===== src/design/gst_pkg.sv =====
package gst_pkg;

    localparam logic [15:0] EMPTY_MARK = 16'hFFFF;

    typedef enum logic [1:0] {
        OP_INSERT = 2'd0,
        OP_REMOVE = 2'd1,
        OP_LOOKUP = 2'd2,
        OP_CLEAR  = 2'd3
    } t_op;

    typedef struct packed {
        logic load;
        logic exec;
    } t_cmd;

endpackage


===== src/design/gst_ctrl.sv =====
module gst_ctrl
    import gst_pkg::*;
(
    input  logic i_clk,
    input  logic i_rst_n,
    input  logic i_in_valid,
    output logic o_in_ready,
    output logic o_out_valid,
    input  logic i_out_ready,
    output t_cmd o_cmd
);

    typedef enum logic [2:0] {
        S_IDLE = 3'b001,
        S_EXEC = 3'b010,
        S_HOLD = 3'b100
    } t_state;

    t_state r_state;
    t_state n_state;

    // take the next beat in the same cycle the held result leaves
    assign o_in_ready  = (r_state == S_IDLE) || ((r_state == S_HOLD) && i_out_ready);
    assign o_out_valid = (r_state == S_HOLD);
    assign o_cmd.load  = i_in_valid && o_in_ready;
    assign o_cmd.exec  = (r_state == S_EXEC);

    always_comb begin
        n_state = r_state;
        unique case (r_state)
            S_IDLE: begin
                if (i_in_valid) n_state = S_EXEC;
            end
            S_EXEC: begin
                n_state = S_HOLD;
            end
            S_HOLD: begin
                if (i_out_ready) n_state = i_in_valid ? S_EXEC : S_IDLE;
            end
            default: begin
                n_state = S_IDLE;
            end
        endcase
    end

    always_ff @(posedge i_clk) begin
        if (!i_rst_n) begin
            r_state <= S_IDLE;
        end else begin
            r_state <= n_state;
        end
    end

endmodule


===== src/design/gst_datapath.sv =====
module gst_datapath
    import gst_pkg::*;
#(
    parameter int SLOT_COUNT = 16
) (
    input  logic        i_clk,
    input  logic        i_rst_n,
    input  t_cmd        i_cmd,
    input  t_op         i_op,
    input  logic [15:0] i_group_id,
    input  logic [15:0] i_primary_group,
    output logic        o_status,
    output logic        o_is_member,
    output logic [4:0]  o_entry_count
);

    localparam int CW = $clog2(SLOT_COUNT + 1);
    localparam int IW = (SLOT_COUNT > 1) ? $clog2(SLOT_COUNT) : 1;

    logic [15:0]   r_slot [SLOT_COUNT];
    logic [15:0]   n_slot [SLOT_COUNT];
    logic [CW-1:0] r_count;
    logic [CW-1:0] n_count;
    t_op           r_op;
    logic [15:0]   r_id;
    logic          r_status;
    logic          n_status;
    logic          r_member;
    logic          n_member;

    logic [SLOT_COUNT-1:0]      eq;
    logic [(SLOT_COUNT+1)*16-1:0] upper;
    logic [IW-1:0]              hit_idx;
    logic                       present;
    logic                       full;
    logic [CW+4:0]              count_ext;

    // occupied slots stay packed at the bottom and hold each id at most once,
    // so the first empty slot sits at r_count and a hit index is a plain OR
    always_comb begin
        hit_idx = '0;
        for (int i = 0; i < SLOT_COUNT; i++) begin
            eq[i] = (r_slot[i] == r_id);
            if (eq[i]) hit_idx = hit_idx | IW'(i);
            upper[i*16 +: 16] = r_slot[i];
        end
        upper[SLOT_COUNT*16 +: 16] = EMPTY_MARK;
        present = (|eq) && (r_id != EMPTY_MARK);
        full    = (r_count == CW'(SLOT_COUNT));
    end

    always_comb begin
        n_slot   = r_slot;
        n_count  = r_count;
        n_status = 1'b0;
        n_member = 1'b0;
        unique case (r_op)
            OP_INSERT: begin
                if (r_id == EMPTY_MARK) begin
                    n_status = full;
                end else if (!present) begin
                    if (full) begin
                        n_status = 1'b1;
                    end else begin
                        for (int i = 0; i < SLOT_COUNT; i++) begin
                            if (CW'(i) == r_count) n_slot[i] = r_id;
                        end
                        n_count = r_count + CW'(1);
                    end
                end
            end
            OP_REMOVE: begin
                // close the gap: every slot from the hit on takes its upper neighbour
                if (present) begin
                    for (int i = 0; i < SLOT_COUNT; i++) begin
                        if (IW'(i) >= hit_idx) n_slot[i] = upper[(i+1)*16 +: 16];
                    end
                    n_count = r_count - CW'(1);
                end
            end
            OP_LOOKUP: begin
                n_member = (i_primary_group == r_id) || present;
            end
            OP_CLEAR: begin
                for (int i = 0; i < SLOT_COUNT; i++) n_slot[i] = EMPTY_MARK;
                n_count = '0;
            end
            default: begin
                n_count = r_count;
            end
        endcase
    end

    always_ff @(posedge i_clk) begin
        if (i_cmd.load) begin
            r_op <= i_op;
            r_id <= i_group_id;
        end
    end

    always_ff @(posedge i_clk) begin
        if (!i_rst_n) begin
            for (int i = 0; i < SLOT_COUNT; i++) r_slot[i] <= EMPTY_MARK;
            r_count  <= '0;
            r_status <= 1'b0;
            r_member <= 1'b0;
        end else if (i_cmd.exec) begin
            r_slot   <= n_slot;
            r_count  <= n_count;
            r_status <= n_status;
            r_member <= n_member;
        end
    end

    assign count_ext     = {5'b0, r_count};
    assign o_entry_count = count_ext[4:0];
    assign o_status      = r_status;
    assign o_is_member   = r_member;

    a_count_range: assert property (@(posedge i_clk) disable iff (!i_rst_n)
        r_count <= CW'(SLOT_COUNT))
        else $error("slot count beyond table depth");

    a_clear_empties: assert property (@(posedge i_clk) disable iff (!i_rst_n)
        (i_cmd.exec && r_op == OP_CLEAR) |=> (r_count == '0))
        else $error("clear left occupied slots");

    a_full_status: assert property (@(posedge i_clk) disable iff (!i_rst_n)
        r_status |-> (r_count == CW'(SLOT_COUNT)))
        else $error("full reported while a slot is free");

endmodule


===== src/design/group_set_table.sv =====
// Group set table. One item per beat on the slave stream (tuser carries the
// operation, tdata the group id) gives one result beat on the master stream.
// An item is first taken in (op and id registered), then the table is updated
// in S_EXEC, where all slots are compared at once and a remove shifts the tail
// down in a single step; the result is held in S_HOLD. The next item is taken
// in the cycle its predecessor's result leaves, never before. The table comes
// out of reset empty; no clearing pass is needed.
module group_set_table
    import gst_pkg::*;
#(
    parameter int SLOT_COUNT = 16
) (
    input  logic        i_clk,
    input  logic        i_rst_n,
    input  logic        s_tvalid,
    output logic        s_tready,
    input  logic [15:0] s_tdata,   // [15:0] group_id
    input  logic [1:0]  s_tuser,   // [1:0] operation
    output logic        m_tvalid,
    input  logic        m_tready,
    output logic [7:0]  m_tdata,   // [0] status, [1] is_member, [6:2] entry_count, [7] zero
    input  logic        psel,
    input  logic        penable,
    input  logic        pwrite,
    input  logic [2:0]  paddr,
    input  logic [31:0] pwdata,
    output logic [31:0] prdata,
    output logic        pready
);

    localparam logic REG_PRIMARY = 1'b0;

    t_cmd        cmd;
    logic [15:0] r_primary_group;
    logic        status;
    logic        is_member;
    logic [4:0]  entry_count;

    assign pready = 1'b1;
    assign prdata = (paddr[2] == REG_PRIMARY) ? {16'b0, r_primary_group} : 32'b0;

    always_ff @(posedge i_clk) begin
        if (!i_rst_n) begin
            r_primary_group <= 16'b0;
        end else if (psel && penable && pwrite && pready && paddr[2] == REG_PRIMARY) begin
            r_primary_group <= pwdata[15:0];
        end
    end

    gst_ctrl u_ctrl (
        .i_clk       (i_clk),
        .i_rst_n     (i_rst_n),
        .i_in_valid  (s_tvalid),
        .o_in_ready  (s_tready),
        .o_out_valid (m_tvalid),
        .i_out_ready (m_tready),
        .o_cmd       (cmd)
    );

    gst_datapath #(
        .SLOT_COUNT (SLOT_COUNT)
    ) u_datapath (
        .i_clk           (i_clk),
        .i_rst_n         (i_rst_n),
        .i_cmd           (cmd),
        .i_op            (t_op'(s_tuser)),
        .i_group_id      (s_tdata),
        .i_primary_group (r_primary_group),
        .o_status        (status),
        .o_is_member     (is_member),
        .o_entry_count   (entry_count)
    );

    assign m_tdata = {1'b0, entry_count, is_member, status};

endmodule

===== config.mk =====
export PLATFORM = sky130hd
export DESIGN_NAME = group_set_table
export DESIGN_NICKNAME = d
export VERILOG_FILES = /design/src/design/gst_pkg.sv /design/src/design/gst_ctrl.sv /design/src/design/gst_datapath.sv /design/src/design/group_set_table.sv
export SDC_FILE = /design/constraint.sdc
export NUM_CORES = 1
export LEC_CHECK = 0
export BUFFER_PORTS_ARGS = -buffer_cell sky130_fd_sc_hd__buf_2
export CAP_MARGIN = 30
export CORE_AREA = 3 3 243 245
export DETAILED_ROUTE_END_ITERATION = 10
export DIE_AREA = 0 0 246 248
export PLACE_DENSITY = 0.54
export SYNTH_ARGS = -nofsm -noshare
export SYNTH_HDL_FRONTEND = slang
export SYNTH_SLANG_ARGS = --single-unit

===== constraint.sdc =====
create_clock -name i_clk -period 5 [get_ports i_clk]
set_input_delay 0 -clock i_clk [delete_from_list [all_inputs] [get_ports i_clk]]
set_output_delay 0 -clock i_clk [all_outputs]
set_load 0.005 [all_outputs]

==> metrics <==
most frequent cells in the layout=dfxtp_1 (282), o21ai_0 (281), xnor2_1 (273), nand2_1 (109), nand4_1 (74); Core ar.=roughly 0.057 mm2; number of setup buffers added after CTS=0; fin crit share=a little over four fifths; Slew HR=37.7%; number of synthesis warnings=0; pre-CTS setup slack=0.963 ns; cell mode on critical path=nor4_1; clk_lat worst skew=around 0.52 ns; post-layout util=33.7%; drt wl/cell=between 20 and 25 um; hold depth=4; TritonCTS clock tree=built; hpwl dp=approximately 37000 um; Gate power share=13.4%; initial antenna violation count=3; hold_sp=penable; Crit Path Max Fanout=17; Slew @ Worst Pin=0.934 ns; # DRC=0; PortBufs=66; Area growth syn-to-layout=13.6%; I/O pin count=roughly 100; Global Route Usage Sum=a little under a fifth; clk buf depth=3; worst path arrival time=about 4.6 ns; Iter 0 DRT Violations=~1.6k; flop2flop setup slack=around 0.80 ns; Non-Filler Instances=~2.7k; Post-synth EDFFs=18; first-pass GRT wire length=90400 um; final wirelength=a little under 60000 um; Reg2Reg Depth=9; Seq/Total Area, Yosys=a little over a third; maximum clock rate=238 MHz; Syn Std Cell Area=~0.017 mm2; Synth cell types=63; hold endpoint=r_primary_group[7]; Seq pwr share=between 40% and 50%; switching part of the total=27.2%; drt pass-1 iters=5; via count=about 15k; WP buf/inv=1; setup_tns=0 ns; maxcap violations=0; cell breakdown of the critical path=buf_4 > xnor2_1 > nand4_1 > nor4_1 > nor4_1 > a22oi_1 > a41o_1 > nand2b_1 > o211ai_1; Net Sw Power=between 1.5 and 2 mW; share of post-route cells with drive strength above 1=roughly an eighth; share of flip-flops with an asynchronous set or reset=0%; Hold Vio Cnt, Final=0; post-route ant nets=0; ys flop type=dfxtp_1; outcome=complete, no violations; most common cell after layout, fill and taps aside=dfxtp_1; RSZ-0062 raised after global routing=false; Die ar.=~0.061 mm2; RD Place Congestion=0.908; Initial Utilization=between 20% and 30%; Clk pwr share=between 40% and 50%; Synth Register Bits=300; R2R Path End=u_datapath.r_slot[16]; # clock sinks=300; CP max stage delay=about 0.71 ns; critical path type=reg2reg; Power Total=a little under 6 mW; launch point of the worst reg-to-reg path=u_datapath.r_id[10]; Setup violations, final=0; root buf cell=clkbuf_16; P_int=4.25 mW; largest net degree at the start of global routing=between 150 and 200; GRT overflow=0; Max VDD drop=roughly 0.23 mV; HP Class=in2reg; Crit path required time=between 5 and 6 ns; clock slew at reported path FFs=0.06 ns; vias in the first global route=between 10k and 15k; Critical Path Start Type=flop; Hold Buf Count CTS=37; setup ws final=a little under 0.8 ns; Chip Height=about 250 um; Fillers=about 6k; via/cell ratio=5.58; PwrDens=302 mW/mm2; Critical Path End Type=flop; Leak=about 6.7 nW; antenna cell count=0; die extent in x=roughly 250 um; DP Cell Count=2621; mean post-synth cell area=between 8 and 9 um2; Core Rows=a little under 90; Worst Clk Skew=~0.014 ns; delay-heaviest family, CP=simple AND/OR/NAND/NOR gates; Mapped Cells=about 1.9k; Final Net Count=1997; total CTS buffers=35; number of H-tree levels=2; Max Slew Vio Count=0; min Tclk post-route=4.20 ns; Crit-path slowest cell=a41o_1; Post-CTS Resized=0
==> cells by family (layout without fill, tap and decap cells) <==
logic type      count (synthesis)  count (layout)  synth area share, %
mux                            51              51                 3.38
compound gates                614             614                 24.6
xor+xnor                      273             273                 14.1
simple gates                  431             431                 13.4
other cells                     2              18               0.0442
flops                         300             300                 36.4
fa+ha+maj                       6               6                0.441
buf+inv                       268             264                 7.73
==> power by group through the flow <==
| stage | Clock, mW | Sequential (mW) | Combinational, mW |
|---|---|---|---|
| global route | 2.70 | 2.50 | 0.839 |
| global placement | 0 | 2.55 | 0.736 |
| CTS | 2.60 | 2.49 | 0.767 |
| detailed placement | 0 | 2.55 | 0.741 |
| finish | 2.56 | 2.50 | 0.781 |
| floorplan | 0 | 2.53 | 0.536 |
==> worst max path at each step <==
stage,from,endpoint,slack (ns),cells after the start
6_report,u_datapath.r_id[10],u_datapath.r_slot[16],0.80,9
5_1_grt,u_datapath.r_id[6],u_datapath.r_slot[16],0.70,9
4_1_cts,u_datapath.r_id[10],u_datapath.r_slot[24],0.99,9
3_5_place_dp,u_datapath.r_id[10],u_datapath.r_slot[24],0.96,9
3_3_place_gp,u_datapath.r_id[10],u_datapath.r_slot[24],1.06,9
2_1_floorplan,u_datapath.r_id[4],u_datapath.r_slot[134],1.97,12
==> sequential cells by signal, summed over array words and instances (netlist names) <==
signal,cells
r_primary_group,16
u_ctrl.r_state,3
u_datapath.o_entry_count,5
u_datapath.o_is_member,1
u_datapath.o_status,1
u_datapath.r_id,16
u_datapath.r_op,2
u_datapath.r_slot,256
==> cell type report <==
type / instances / area, um2 / share of cell area [%]
clock buffer: 56 / 1070 / 5.52
clock inverter: 7 / 66.3 / 0.343
inverter: 39 / 146 / 0.758
multi-input combinational: 1393 / 9620 / 49.8
sequential: 300 / 6190 / 32.0
tap: 765 / 957 / 4.95
timing repair buffer: 162 / 1280 / 6.64
==> routing by layer <==
metal / vias to the layer above / track usage [%] / wire length, um
li1: 6994 / - / -
met1: 7507 / 25.3 / 25900
met2: 600 / 31.5 / 27700
met3: 100 / 3.18 / 4110
met4: 0 / 6.01 / 1610
met5: - / 0 / 0
==> through the flow <==
step                cell area (um2)  hold WS [ns]
floorplan                     17100        0.0302
detailed placement            17800         0.178
global placement              17800         0.177
global route                  19300         0.182
CTS                           19300         0.133
finish                        19300         0.151
==> worst register-to-register path, cell delays in order, from the launching register on <==
cell,delay [ns]
edfxtp_1,0.58
buf_4,0.34
xnor2_1,0.16
nand4_1,0.10
nor4_1,0.65
nor4_1,0.21
a22oi_1,0.44
a41o_1,0.71
nand2b_1,0.64
o211ai_1,0.20
==> Yosys cell counts (3+ instances only) <==
master	count	area [um2]
buf_2	16	80.1
a221o_1	64	641
o211ai_1	50	375
a21oi_1	32	160
nand3_1	58	290
nand2b_1	54	338
buf_4	32	240
inv_1	38	143
nand4_1	74	463
o31ai_1	19	143
edfxtp_1	18	541
ha_1	6	75.1
and3_1	5	31.3
and2_1	5	31.3
o311ai_0	32	280
o2111ai_1	17	149
dfxtp_1	282	5650
nor4_2	3	37.5
o21ai_0	281	1410
nor4_1	22	138
nor2b_1	24	150
nor2_1	47	176
buf_6	21	236
o41a_1	16	180
o221ai_1	17	149
mux2_2	48	541
nand2_1	109	409
clkbuf_1	150	563
or2_2	17	106
a21o_1	18	135
buf_1	9	33.8
o211a_1	32	320
xnor2_1	273	2390
o21ai_1	15	75.1
a31oi_1	5	31.3
No activity file was read; power rests on OpenSTA's default activity.
